### config.mk
export PLATFORM = sky130hd
export DESIGN_NAME = rtp_tx_header_generator
export DESIGN_NICKNAME = d
export VERILOG_FILES = /design/src/rtl/core/rtphdr_pkg.sv /design/src/rtl/core/rtp_tx_header_generator.sv
export SDC_FILE = /design/constraint.sdc
export NUM_CORES = 1
export LEC_CHECK = 0
export BUFFER_PORTS_ARGS = -buffer_cell sky130_fd_sc_hd__buf_2
export CAP_MARGIN = 10
export CORE_AREA = 2 2 212 423
export DETAILED_ROUTE_END_ITERATION = 10
export DIE_AREA = 0 0 214 425
export PLACE_DENSITY = 0.56
export SLEW_MARGIN = 20
export SYNTH_ARGS = -nofsm -noshare
export SYNTH_HDL_FRONTEND = slang
export SYNTH_SLANG_ARGS = --single-unit
### constraint.sdc
create_clock -name clk -period 23.9 [get_ports clk]
set_clock_uncertainty 0.15 [all_clocks]
set_input_delay 1.195 -clock clk [delete_from_list [all_inputs] [get_ports clk]]
set_output_delay 1.195 -clock clk [all_outputs]
set_load 0.01 [all_outputs]
### src/rtl/core/rtphdr_pkg.sv
// Shared types and constants for the RTP transmit header generator.
// Holds the transaction structs, the sequencer states and the code values.
// No dependencies.
`default_nettype none

package rtphdr_pkg;

  // Field widths
  localparam int unsigned SecW     = 32;
  localparam int unsigned NsecW    = 30;
  localparam int unsigned UpsW     = 20;
  localparam int unsigned NpuW     = 30;
  localparam int unsigned QuantW   = 16;
  localparam int unsigned TsW      = 32;
  localparam int unsigned SeqW     = 16;
  localparam int unsigned IntvW    = 16;
  localparam int unsigned CntW     = 5;
  localparam int unsigned AddrW    = 5;
  localparam int unsigned DataW    = 32;

  // Last step of each shared-unit pass
  localparam logic [CntW-1:0] MulLast = CntW'(UpsW - 1);
  localparam logic [CntW-1:0] DivLast = CntW'(NsecW - 1);
  localparam logic [CntW-1:0] ModLast = CntW'(TsW - 1);

  // Action codes
  localparam logic [1:0] ACT_SEND    = 2'd0;
  localparam logic [1:0] ACT_SKIP    = 2'd1;
  localparam logic [1:0] ACT_RESTART = 2'd2;

  // Status codes
  localparam logic [1:0] STS_EMIT   = 2'd0;
  localparam logic [1:0] STS_REJECT = 2'd1;
  localparam logic [1:0] STS_OTHER  = 2'd2;

  // Register indexes
  localparam logic [2:0] REG_READY   = 3'd0;
  localparam logic [2:0] REG_UPS     = 3'd1;
  localparam logic [2:0] REG_NPU     = 3'd2;
  localparam logic [2:0] REG_QUANTUM = 3'd3;
  localparam logic [2:0] REG_OFFSET  = 3'd4;
  localparam logic [2:0] REG_SOURCE  = 3'd5;
  localparam logic [2:0] REG_RTCP    = 3'd6;
  localparam logic [2:0] REG_INITSEQ = 3'd7;

  // Register reset values
  localparam logic [UpsW-1:0]   UpsReset     = UpsW'(8000);
  localparam logic [NpuW-1:0]   NpuReset     = NpuW'(125000);
  localparam logic [QuantW-1:0] QuantumReset = QuantW'(160);

  typedef struct packed {
    logic [1:0]        action;
    logic [SecW-1:0]   now_sec;
    logic [NsecW-1:0]  now_nsec;
    logic [15:0]       data_len;
    logic [6:0]        media_type;
    logic              marker_in;
    logic              mark_on_seed;
    logic              rtcp_now;
  } item_t;

  typedef struct packed {
    logic [1:0]      status;
    logic            marker_out;
    logic [6:0]      type_out;
    logic [SeqW-1:0] sequence_out;
    logic [TsW-1:0]  timestamp_out;
    logic [31:0]     source_out;
    logic            rtcp_request;
    logic [TsW-1:0]  rtcp_timestamp;
  } result_t;

  typedef enum logic [3:0] {
    ST_IDLE,
    ST_DECIDE,
    ST_MUL,
    ST_DIV,
    ST_ADDQ,
    ST_ADDO,
    ST_SUBD,
    ST_MOD,
    ST_NUDGE,
    ST_FINISH
  } state_t;

endpackage

`default_nettype wire

### src/rtl/core/rtp_tx_header_generator.sv
// RTP transmit header generator: sequence, timestamp and RTCP request logic.
// Depends on rtphdr_pkg; one shared 32-bit adder/subtractor does the timestamp arithmetic.
//
// Skip, restart, rejected and ordinary sends pass from acceptance through the
// decide and finish steps to the result. A first send adds a 20-step multiply
// and, unless nanoseconds per unit is zero, a 30-step divide; a send after restart
// may add a 32-step modulo, all through the single shared adder.
// One item is in work at a time; a finished result waits in the output register.
// Reset (rst, synchronous) returns configuration to defaults and clears state.
`default_nettype none

module rtp_tx_header_generator
  import rtphdr_pkg::*;
(
  input  wire logic             clk,
  input  wire logic             rst,
  // input channel
  input  wire logic             item_valid,
  output logic                  item_stall,
  input  wire item_t            item,
  // result channel
  output logic                  result_valid,
  input  wire logic             result_stall,
  output result_t               result,
  // configuration port
  input  wire logic             psel,
  input  wire logic             penable,
  input  wire logic             pwrite,
  input  wire logic [AddrW-1:0] paddr,
  input  wire logic [DataW-1:0] pwdata,
  output logic [DataW-1:0]      prdata,
  output logic                  pready
);

  // Configuration registers
  logic              endpoint_ready;
  logic [UpsW-1:0]   units_per_second;
  logic [NpuW-1:0]   nanoseconds_per_unit;
  logic [QuantW-1:0] quantum_units;
  logic [TsW-1:0]    timestamp_offset;
  logic [31:0]       source_id;
  logic [IntvW-1:0]  rtcp_interval;
  logic [SeqW-1:0]   initial_sequence;

  // Protocol state
  logic              started;
  logic              restart_pending;
  logic [SeqW-1:0]   next_sequence;
  logic [TsW-1:0]    next_timestamp;
  logic [IntvW-1:0]  rtcp_counter;
  logic [31:0]       packet_count;
  logic [63:0]       byte_count;

  // Sequencer and working registers
  state_t            state;
  state_t            state_next;
  item_t             item_q;
  logic              reseed;
  logic              back;
  logic [CntW-1:0]   cnt;
  logic [TsW-1:0]    acc;
  logic [TsW-1:0]    mcand;
  logic [UpsW-1:0]   mplier;
  logic [NsecW-1:0]  quo;
  logic [NpuW-1:0]   rem;

  // Shared adder/subtractor
  logic [31:0]       alu_a;
  logic [31:0]       alu_b;
  logic              alu_sub;
  logic [32:0]       alu_sum;

  logic              cfg_write;
  logic              fin_load;
  logic              reseed_go;
  logic              nudge;
  logic [TsW-1:0]    ts_sel;
  logic [IntvW-1:0]  rtcp_cnt_inc;
  logic              rtcp_hit;
  logic              emit;
  result_t           result_next;

  assign pready    = 1'b1;
  assign cfg_write = psel && penable && pwrite && pready;

  assign alu_sum = {1'b0, alu_a} + {1'b0, (alu_sub ? ~alu_b : alu_b)} + 33'(alu_sub);

  assign reseed_go = (item_q.action == ACT_SEND) && endpoint_ready &&
                     (!started || restart_pending);
  assign fin_load  = (state == ST_FINISH) && (!result_valid || !result_stall);
  assign nudge     = back || ((quantum_units != '0) && (rem == '0));
  assign ts_sel    = reseed ? acc : next_timestamp;
  assign emit      = (item_q.action == ACT_SEND) && endpoint_ready;

  // Next state
  always_comb begin
    state_next = state;
    unique case (state)
      ST_IDLE:   if (item_valid) state_next = ST_DECIDE;
      ST_DECIDE: state_next = reseed_go ? ST_MUL : ST_FINISH;
      ST_MUL: begin
        if (cnt == MulLast) state_next = (nanoseconds_per_unit == '0) ? ST_ADDQ : ST_DIV;
      end
      ST_DIV:    if (cnt == DivLast) state_next = ST_ADDQ;
      ST_ADDQ:   state_next = ST_ADDO;
      ST_ADDO:   state_next = started ? ST_SUBD : ST_FINISH;
      ST_SUBD: begin
        if ((alu_sum[31:0] == '0) || alu_sum[31] || (quantum_units == '0)) begin
          state_next = ST_NUDGE;
        end else begin
          state_next = ST_MOD;
        end
      end
      ST_MOD:    if (cnt == ModLast) state_next = ST_NUDGE;
      ST_NUDGE:  state_next = ST_FINISH;
      ST_FINISH: if (fin_load) state_next = ST_IDLE;
      default:   state_next = ST_IDLE;
    endcase
  end

  // Sequencer outputs: stall and shared-unit operands
  always_comb begin
    item_stall = (state != ST_IDLE);
    alu_a      = acc;
    alu_b      = '0;
    alu_sub    = 1'b0;
    unique case (state)
      ST_MUL:    alu_b = mplier[0] ? mcand : '0;
      ST_DIV: begin
        alu_a   = {1'b0, rem, quo[NsecW-1]};
        alu_b   = {2'b0, nanoseconds_per_unit};
        alu_sub = 1'b1;
      end
      ST_ADDQ:   alu_b = {2'b0, quo};
      ST_ADDO:   alu_b = timestamp_offset;
      ST_SUBD: begin
        alu_b   = next_timestamp;
        alu_sub = 1'b1;
      end
      ST_MOD: begin
        alu_a   = {15'b0, rem[QuantW-1:0], mcand[TsW-1]};
        alu_b   = {16'b0, quantum_units};
        alu_sub = 1'b1;
      end
      ST_NUDGE: begin
        alu_a = back ? next_timestamp : acc;
        alu_b = {31'b0, nudge};
      end
      ST_FINISH: begin
        alu_a = ts_sel;
        alu_b = {16'b0, quantum_units};
      end
      default: begin
        alu_a = acc;
      end
    endcase
  end

  // RTCP interval counting
  assign rtcp_cnt_inc = rtcp_counter + IntvW'(1);
  assign rtcp_hit     = (rtcp_interval != '0) && (rtcp_cnt_inc >= rtcp_interval);

  // Result fields
  always_comb begin
    result_next = '0;
    if (item_q.action != ACT_SEND) begin
      result_next.status = STS_OTHER;
    end else if (!endpoint_ready) begin
      result_next.status = STS_REJECT;
    end else begin
      result_next.status        = STS_EMIT;
      result_next.marker_out    = item_q.marker_in || (item_q.mark_on_seed && reseed);
      result_next.type_out      = item_q.media_type;
      result_next.sequence_out  = next_sequence;
      result_next.timestamp_out = ts_sel;
      result_next.source_out    = source_id;
      if (item_q.rtcp_now || rtcp_hit) begin
        result_next.rtcp_request   = 1'b1;
        result_next.rtcp_timestamp = ts_sel;
      end
    end
  end

  // Sequencer state
  always_ff @(posedge clk) begin
    if (rst) begin
      state <= ST_IDLE;
    end else begin
      state <= state_next;
    end
  end

  // Capture the transaction and run the shared unit
  always_ff @(posedge clk) begin
    unique case (state)
      ST_IDLE: begin
        item_q <= item;
      end
      ST_DECIDE: begin
        reseed <= reseed_go;
        back   <= 1'b0;
        cnt    <= '0;
        acc    <= '0;
        mcand  <= item_q.now_sec;
        mplier <= units_per_second;
      end
      ST_MUL: begin
        acc    <= alu_sum[TsW-1:0];
        mcand  <= {mcand[TsW-2:0], 1'b0};
        mplier <= {1'b0, mplier[UpsW-1:1]};
        cnt    <= cnt + CntW'(1);
        if (cnt == MulLast) begin
          cnt <= '0;
          rem <= '0;
          quo <= (nanoseconds_per_unit == '0) ? '0 : item_q.now_nsec;
        end
      end
      ST_DIV: begin
        rem <= alu_sum[32] ? alu_sum[NpuW-1:0] : {rem[NpuW-2:0], quo[NsecW-1]};
        quo <= {quo[NsecW-2:0], alu_sum[32]};
        cnt <= cnt + CntW'(1);
      end
      ST_ADDQ, ST_ADDO, ST_NUDGE: begin
        acc <= alu_sum[TsW-1:0];
      end
      ST_SUBD: begin
        mcand <= alu_sum[TsW-1:0];
        back  <= (alu_sum[31:0] == '0) || alu_sum[31];
        rem   <= '0;
        cnt   <= '0;
      end
      ST_MOD: begin
        rem   <= alu_sum[32] ? {14'b0, alu_sum[QuantW-1:0]}
                             : {14'b0, rem[QuantW-2:0], mcand[TsW-1]};
        mcand <= {mcand[TsW-2:0], 1'b0};
        cnt   <= cnt + CntW'(1);
      end
      ST_FINISH: begin
        acc <= acc;
      end
      default: begin
        acc <= acc;
      end
    endcase
  end

  // Configuration writes, except the sequence load
  always_ff @(posedge clk) begin
    if (rst) begin
      endpoint_ready       <= 1'b0;
      units_per_second     <= UpsReset;
      nanoseconds_per_unit <= NpuReset;
      quantum_units        <= QuantumReset;
      timestamp_offset     <= '0;
      source_id            <= '0;
      rtcp_interval        <= '0;
      initial_sequence     <= '0;
    end else if (cfg_write) begin
      unique case (paddr[AddrW-1:2])
        REG_READY:   endpoint_ready       <= pwdata[0];
        REG_UPS:     units_per_second     <= pwdata[UpsW-1:0];
        REG_NPU:     nanoseconds_per_unit <= pwdata[NpuW-1:0];
        REG_QUANTUM: quantum_units        <= pwdata[QuantW-1:0];
        REG_OFFSET:  timestamp_offset     <= pwdata;
        REG_SOURCE:  source_id            <= pwdata;
        REG_RTCP:    rtcp_interval        <= pwdata[IntvW-1:0];
        REG_INITSEQ: initial_sequence     <= pwdata[SeqW-1:0];
      endcase
    end
  end

  // Register readback
  always_comb begin
    unique case (paddr[AddrW-1:2])
      REG_READY:   prdata = {31'b0, endpoint_ready};
      REG_UPS:     prdata = {12'b0, units_per_second};
      REG_NPU:     prdata = {2'b0, nanoseconds_per_unit};
      REG_QUANTUM: prdata = {16'b0, quantum_units};
      REG_OFFSET:  prdata = timestamp_offset;
      REG_SOURCE:  prdata = source_id;
      REG_RTCP:    prdata = {16'b0, rtcp_interval};
      REG_INITSEQ: prdata = {16'b0, initial_sequence};
    endcase
  end

  // Load the sequence on an initial-sequence write; else advance protocol state when the result is loaded
  always_ff @(posedge clk) begin
    if (rst) begin
      started         <= 1'b0;
      restart_pending <= 1'b0;
      next_sequence   <= '0;
      next_timestamp  <= '0;
      rtcp_counter    <= '0;
      packet_count    <= '0;
      byte_count      <= '0;
    end else if (cfg_write && (paddr[AddrW-1:2] == REG_INITSEQ)) begin
      next_sequence <= pwdata[SeqW-1:0];
    end else if (fin_load) begin
      if (item_q.action == ACT_SKIP) begin
        if (started && !restart_pending) next_timestamp <= alu_sum[TsW-1:0];
      end else if (item_q.action == ACT_RESTART) begin
        restart_pending <= 1'b1;
      end else if (emit) begin
        started         <= 1'b1;
        restart_pending <= 1'b0;
        next_sequence   <= next_sequence + SeqW'(1);
        next_timestamp  <= alu_sum[TsW-1:0];
        packet_count    <= packet_count + 32'd1;
        byte_count      <= byte_count + {48'b0, item_q.data_len};
        if (rtcp_interval != '0) begin
          rtcp_counter <= rtcp_hit ? '0 : rtcp_cnt_inc;
        end
      end
    end
  end

  // Output register: hold while stalled
  always_ff @(posedge clk) begin
    if (rst) begin
      result_valid <= 1'b0;
    end else if (fin_load) begin
      result_valid <= 1'b1;
    end else if (!result_stall) begin
      result_valid <= 1'b0;
    end
  end

  always_ff @(posedge clk) begin
    if (fin_load) begin
      result <= result_next;
    end
  end

`ifndef SYNTH
  a_result_from_finish: assert property (@(posedge clk) disable iff (rst)
    $rose(result_valid) |-> $past(state == ST_FINISH))
    else $error("result raised outside the finish step");

  a_emit_advances_seq: assert property (@(posedge clk) disable iff (rst)
    (fin_load && emit && !cfg_write) |=> (next_sequence == $past(next_sequence) + SeqW'(1)))
    else $error("emitted header did not advance the sequence");

  a_div_remainder: assert property (@(posedge clk) disable iff (rst)
    (state == ST_DIV) |-> (rem < nanoseconds_per_unit))
    else $error("divide remainder out of range");

  a_mod_remainder: assert property (@(posedge clk) disable iff (rst)
    (state == ST_NUDGE && !back && (quantum_units != '0)) |->
      (rem < {14'b0, quantum_units}))
    else $error("modulo remainder out of range");

  a_mul_bound: assert property (@(posedge clk) disable iff (rst)
    (state == ST_MUL) |-> (cnt <= MulLast))
    else $error("multiply step count overran");
`endif

endmodule

`default_nettype wire
==> key figures, run 1 <==
Pwr
  • VDD IR max: 59.4 uV
  • Pwr/cell area: 70.0 nW/um^2
  • Switching pwr: approximately 590 uW
  • Clock Power Share: 42.4%
  • Reg power frac: 48.9%
  • Internal: 1.73 mW
  • Logic pwr share: around 8.8%
  • Switch share: 25.4%
  • Leakage: 11.9 nW

Clocking
  • CTS Buf Count: 56
  • CTS H-tree lvls: 2
  • Clk slew on worst S/H paths: 0.07 ns
  • CTS resizes: 0
  • Clock root buffer master: clkbuf_16
  • Clock latency at the later pin of the worst-skew pair: roughly 0.67 ns
  • Clk sinks: 582
  • CTS tree: yes
  • Cts-stage hold buffer count: 0
  • CTS max path bufs: 3
  • Postcts setup bufs: 0

Detailed routing
  • Drt total wl: 99800 um
  • Avg Vias per Cell: 5.45
  • Avg WL per Cell: between 20 and 25 um
  • Starting DRC count in detailed routing: 2349
  • TritonRoute pass-1 iters: 9
  • Post-route ant nets: 0
  • Total number of vias: 23.8k
  • DRC errors left: 0

Timing
  • Final hold vios: 0
  • Fmax: approximately 130 MHz
  • Fin Hold WS: 0.308 ns
  • Slew margin rel.: approximately 28%
  • Fin crit share: 31.1%
  • Pins Over Slew Limit: 0
  • Setup TNS: 0 ns
  • Worst-Margin Slew: 1.07 ns
  • Post-route minimum period: 7.43 ns
  • Setup violators final: 0
  • Unrepaired setup endpoints after global routing: no

Setup path
  • CP endpoint kind: register
  • Crit start category: register
  • Slowest-stage cell, CP: dfxtp_1
  • Crit path from: state[2]
  • Critical path type: register to register
  • Critical path cell sequence: nor2_1 -> and3_2 -> buf_4 -> a22oi_1 -> nand2_1 -> a221oi_1 -> xnor2_1 -> ha_1 -> a21oi_1 -> o21ai_0 -> nor3_1 -> and3_1 -> o31a_1 -> o21bai_1 -> a21oi_1 -> o21ai_4 -> buf_4 -> mux2_2 -> nor2_1
  • Crit Path Max Fanout: 55
  • Reg-to-Reg Start: state[2]
  • Critical path required time: ~24 ns
  • Critical Path AT: 7.79 ns
  • CP peak stage delay: 1.02 ns

Floorplan
  • Die Area: approximately 90000 um^2
  • Io pins: 292
  • Die height: approximately 430 um
  • Core area: 87700 um^2
  • Core Rows: 154
  • Die X: 214 um
  • Initial Util: 32.7%

Synth
  • Post-synthesis instance total: 2985
  • Post-synthesis net count: 3175
  • Library cells used by synthesis: 93
  • FFs w/ async S/R, synth: 0%
  • Mean Syn Cell Area: 9.61 um^2
  • Seq/Total Area, Yosys: between 50 and 60%
  • Yosys reg bits: 582
  • Top FF cell, synth: edfxtp_1
  • Yosys warns: 0
  • Mapped cell area: 28700 um^2
  • EDFF count, synth: around 350

Run status
  • Status: finished, final reports clean

Global route
  • Antenna violations before repair: 3
  • Met3 usage: 3.24%
  • Grt met1 use: 29.7%
  • First-pass GRT wire length: 148000 um
  • Vias in the first global route: ~22k
  • GR peak layer: met2
  • Gr usage total: 21.3%
  • GRT met2 Usage: 33.2%
  • Gr ovfl total: 0
  • Largest net degree at the start of global routing: 82

Final layout
  • Proportion of layout cells with a drive suffix above 1: between 15 and 20%
  • Ant. Diodes: 0
  • Nets: 3343
  • Fillers: 8795
  • Area Overhead vs Synth: 15.7%

Place
  • Routability cong.: around 0.9
  • DP HPWL: about 72000 um
  • PortBufs: 272

Min path
  • Hold Crit Start: units_per_second[0]
  • HP Class: register to register

Flow run
  • Max-Cap Viols: 0
[cell type report]
cell class                      count  area [um^2]  share of cell area, %
Sequential cell                   582        15100                   45.6
Multi-Input combinational cell   2096        12500                   37.6
Timing Repair Buffer              317         1710                   5.14
Clock buffer                       74         1550                   4.67
Tap cell                         1170         1460                   4.41
Clock inverter                     32          478                   1.44
Inverter                          100          375                   1.13
[power groups by stage]
stage          Clock (mW)  Combinational (mW)  Sequential [mW]
6_report            0.984               0.204             1.14
5_1_grt              1.04               0.221             1.14
4_1_cts              1.00               0.203             1.13
3_5_place_dp            0               0.202             1.16
3_3_place_gp            0               0.200             1.16
2_1_floorplan           0               0.122             1.15
[sequential cells by signal, summed over array words and instances (netlist names), 20 cells and up]
name / flops
result: 123
mplier: 20
item_q: 74
acc: 32
mcand: 32
rem: 30
source_id: 32
timestamp_offset: 32
quo: 30
units_per_second: 20
next_timestamp: 32
nanoseconds_per_unit: 30
[per-stage QoR]
step	util, %	setup slack, ns	total power, mW	instance area [um^2]	cells
after global routing	37.9	16.01	2.40	33200	4371
after detailed placement	35.6	16.56	1.36	31200	4265
after global placement	35.6	16.58	1.36	31200	4265
after CTS	37.9	16.54	2.34	33200	4371
after floorplan	-	13.93	1.27	28700	2985
final	37.9	16.47	2.32	33200	4371
[cells by family after synthesis]
family,after synthesis,synth area share (%)
simple gates,1153,17.9
compound gates,694,15.8
flops,582,52.7
buf+inv,307,4.13
mux,111,4.42
xor+xnor,81,2.52
fa+ha+maj,56,2.47
other cells,1,0.0131
[cell usage after synthesis (all sizes together) (55+ instances only)]
cell type / count / area share, %
nand3: 61 / 1.1
xnor2: 62 / 1.9
ha: 55 / 2.4
o21ai: 113 / 2.0
inv: 100 / 1.3
a21oi: 268 / 4.7
nand2: 615 / 8.0
mux2i: 85 / 3.0
nor2: 231 / 3.0
a22oi: 86 / 2.2
and3: 74 / 1.6
dfxtp: 234 / 16
clkbuf: 176 / 2.3
edfxtp: 348 / 36
[worst paths after layout]
path / to / slack (ns) / depth (start not counted)
worst min-delay path: units_per_second[0] / 0.31 / 2
worst max register to register: rem[8] / 16.47 / 19
worst min register to register: units_per_second[0] / 0.31 / 2
worst max-delay path: rem[8] / 16.47 / 19
[per-layer routing]
layer	vias up	part of all wire, %
met5	-	0.0070
li1	11088	-
met2	1087	45
met4	2	4.2
met3	163	7.7
met1	11503	43
[worst max-delay path: cells and delay by family, from the launching register on]
| kind | cells | cell delay, ns |
|---|---|---|
| muxes | 1 | 0.38 |
| buffers and inverters | 2 | 0.87 |
| AOI/OAI and AO/OA | 8 | 2.90 |
| DFF | 1 | 1.02 |
| adders and majority gates | 1 | 0.60 |
| and+or+nand+nor | 6 | 1.18 |
| xor gates and xnor gates | 1 | 0.13 |
[cells in the final DEF, fill, tap and decap left out, types with 13 or more instances in the layout]
cell type,synthesis,routed
nor2b_1,17,17
ha_1,55,54
buf_4,4,45
and3_1,74,73
a221oi_1,28,28
buf_2,8,271
o21ai_0,109,108
nand2_1,615,614
nor4_1,30,29
a22oi_1,86,86
nor2_1,231,228
mux2i_1,85,85
mux2_2,15,15
inv_1,100,100
edfxtp_1,348,348
a21oi_1,267,266
xnor2_1,61,61
a22o_1,15,15
nand4_1,24,24
xor2_1,18,18
dfxtp_1,234,233
a21o_1,28,28
nor3_1,23,20
a221o_1,22,22
a211oi_1,14,13
nand3_1,61,60
clkbuf_16,0,57
a222oi_1,28,28
nand3b_1,18,18
Note: power is estimated with default switching activity, not from simulation.
==> run 2: changes to the inputs <==
Clock period 23.9 ns to 7.3 ns, I/O delays scaled along.
==> key figures, run 2 (synthesis results as in run 1) <==
Clocking
  • Clk slew on worst S/H paths: 0.07 ns
  • CTS max path bufs: 3
  • Clk sinks: 582
  • Clock root buffer master: clkbuf_16
  • CTS resizes: 0
  • Postcts setup bufs: 0
  • CTS H-tree lvls: 2
  • Clock latency at the later pin of the worst-skew pair: 0.65 ns
  • CTS tree: yes
  • CTS Buf Count: 55

Final layout
  • Regs by FF count: result: 123 flops, item_q: 74 flops
  • Proportion of layout cells with a drive suffix above 1: 15.3%
  • Fillers: approximately 8.6k
  • Max FFs per register: 123
  • Most frequent cells in the layout: nand2_1 (614), edfxtp_1 (348), buf_2 (271)
  • Commonest non-fill, non-tap cell in the layout: nand2_1
  • Final std cells w/o fill: 4513
  • Area Overhead vs Synth: 19.6%
  • Nets: ~3.5k
  • Most flop-heavy register: result

Timing
  • Slew margin rel.: 23.1%
  • Pins Over Slew Limit: 0
  • Worst-Margin Slew: 1.15 ns
  • Fmax: 151 MHz
  • Final hold vios: 0
  • Post-route minimum period: 6.64 ns
  • Setup TNS: 0 ns
  • Setup violators final: 0
  • Fin crit share: 91.0%
  • Unrepaired setup endpoints after global routing: no

Run status
  • Status: finished, final reports clean

Setup path
  • Critical path required time: 7.59 ns
  • CP endpoint kind: register
  • Critical path type: register to register
  • Critical Path AT: between 6 and 7 ns
  • Crit start category: register
  • Crit Path Max Fanout: 17

Floorplan
  • Core Rows: 154
  • Initial Util: about a third
  • Die height: approximately 430 um
  • Io pins: 292
  • Core area: just under 90000 um^2
  • Die Area: just over 90000 um^2
  • Die X: 214 um

Detailed routing
  • Avg WL per Cell: around 23 um
  • Starting DRC count in detailed routing: 2624
  • Drt total wl: 103000 um
  • Avg Vias per Cell: 5.44
  • DRC errors left: 0
  • TritonRoute pass-1 iters: 7
  • Post-route ant nets: 0
  • Total number of vias: roughly 25k

Global route
  • Antenna violations before repair: 1
  • Gr ovfl total: 0
  • Largest net degree at the start of global routing: about 130
  • Gr usage total: 21.9%
  • Vias in the first global route: 22.9k
  • First-pass GRT wire length: 151000 um

Place
  • DP HPWL: 73700 um
  • Placed Cells: 4304
  • Routability cong.: about 0.97
  • PortBufs: 272

Flow run
  • Max-Cap Viols: 0

Pwr
  • VDD IR max: 177 uV
  • Pwr/cell area: 215 nW/um^2
  • Leakage: 12.4 nW

Min path
  • HP Class: input port to register
-- run 2: changes by cell type in the layout (fill, tap and decap cells not counted), moves of 4 or more --
cell,before,now
clkinvlp_4,5,0
dlygate4sd3_1,0,107
buf_4,45,83
clkinv_4,0,4
bufinv_16,9,3
-- run 2: per-stage QoR --
stage / utilization [%] / worst slack [ns] / hold WS [ns] / area (um^2) / total power [mW]
2_1_floorplan: - / 0.820 / 0.283 / 28700 / 4.16
3_3_place_gp: 35.9 / 0.933 / 0.293 / 31500 / 4.47
3_5_place_dp: 35.9 / 0.825 / 0.297 / 31500 / 4.47
4_1_cts: 39.1 / 0.745 / 0.168 / 34300 / 7.41
5_1_grt: 39.1 / 0.223 / 0.222 / 34300 / 7.60
6_report: 39.1 / 0.656 / 0.196 / 34300 / 7.37
-- run 2: layer usage --
layer	global-route usage, %	vias to the layer above	wire [um]
li1	-	11378	-
met3	2.71	154	7940
met2	33.7	1130	45100
met5	0	-	0
met4	8.62	0	4180
met1	31.3	11909	45600
-- run 2: what timing repair did --
item / 4_1_cts / 5_1_grt
endpoints found under the setup margin: 0 / 0
hold endpoints to repair: 241 / 0
hold buffers: 107 / 0
-- run 2: critical path, stage by stage (launching register included) --
cell	delay, ns
dfxtp_1	0.79
inv_1	0.30
and3_1	0.24
nand2_1	0.12
nand2_1	0.18
buf_4	0.21
a221o_1	0.31
xnor2_1	0.19
inv_1	0.09
fa_1	0.44
nor2b_1	0.23
o2111a_1	0.26
o21ai_2	0.08
mux2i_1	0.13
a2111oi_0	0.70
buf_4	0.27
nor4bb_1	0.29
nand4_1	0.12
or4_1	0.42
or4_4	0.61
nand4_1	0.18
a221oi_1	0.10
-- run 2: area by class of cell --
type	count	area [um^2]	area share, %
Sequential cell	582	15100	44.1
Clock buffer	74	1510	4.40
Inverter	100	375	1.09
Multi-Input combinational cell	2096	12500	36.4
Tap cell	1170	1460	4.27
Timing Repair Buffer	463	3080	8.98
Clock inverter	26	236	0.689
Antenna cell	2	5.00	0.0146
-- run 2: final timing paths --
check                                           from                    to  slack [ns]  cells after the start
worst min register to register  initial_sequence[14]  initial_sequence[14]        0.30                      2
worst max register to register              state[3]              state[0]        0.66                     21
worst min-delay path                             rst       rtcp_counter[1]        0.20                      2
worst max-delay path                        state[3]              state[0]        0.66                     21
-- run 2: power breakdown --
group	internal [mW]	leakage, nW	switching, mW	total [mW]
clock network	1.57	0.866	1.34	2.90
logic	0.261	6.58	0.487	0.749
registers	3.63	4.98	0.0797	3.71
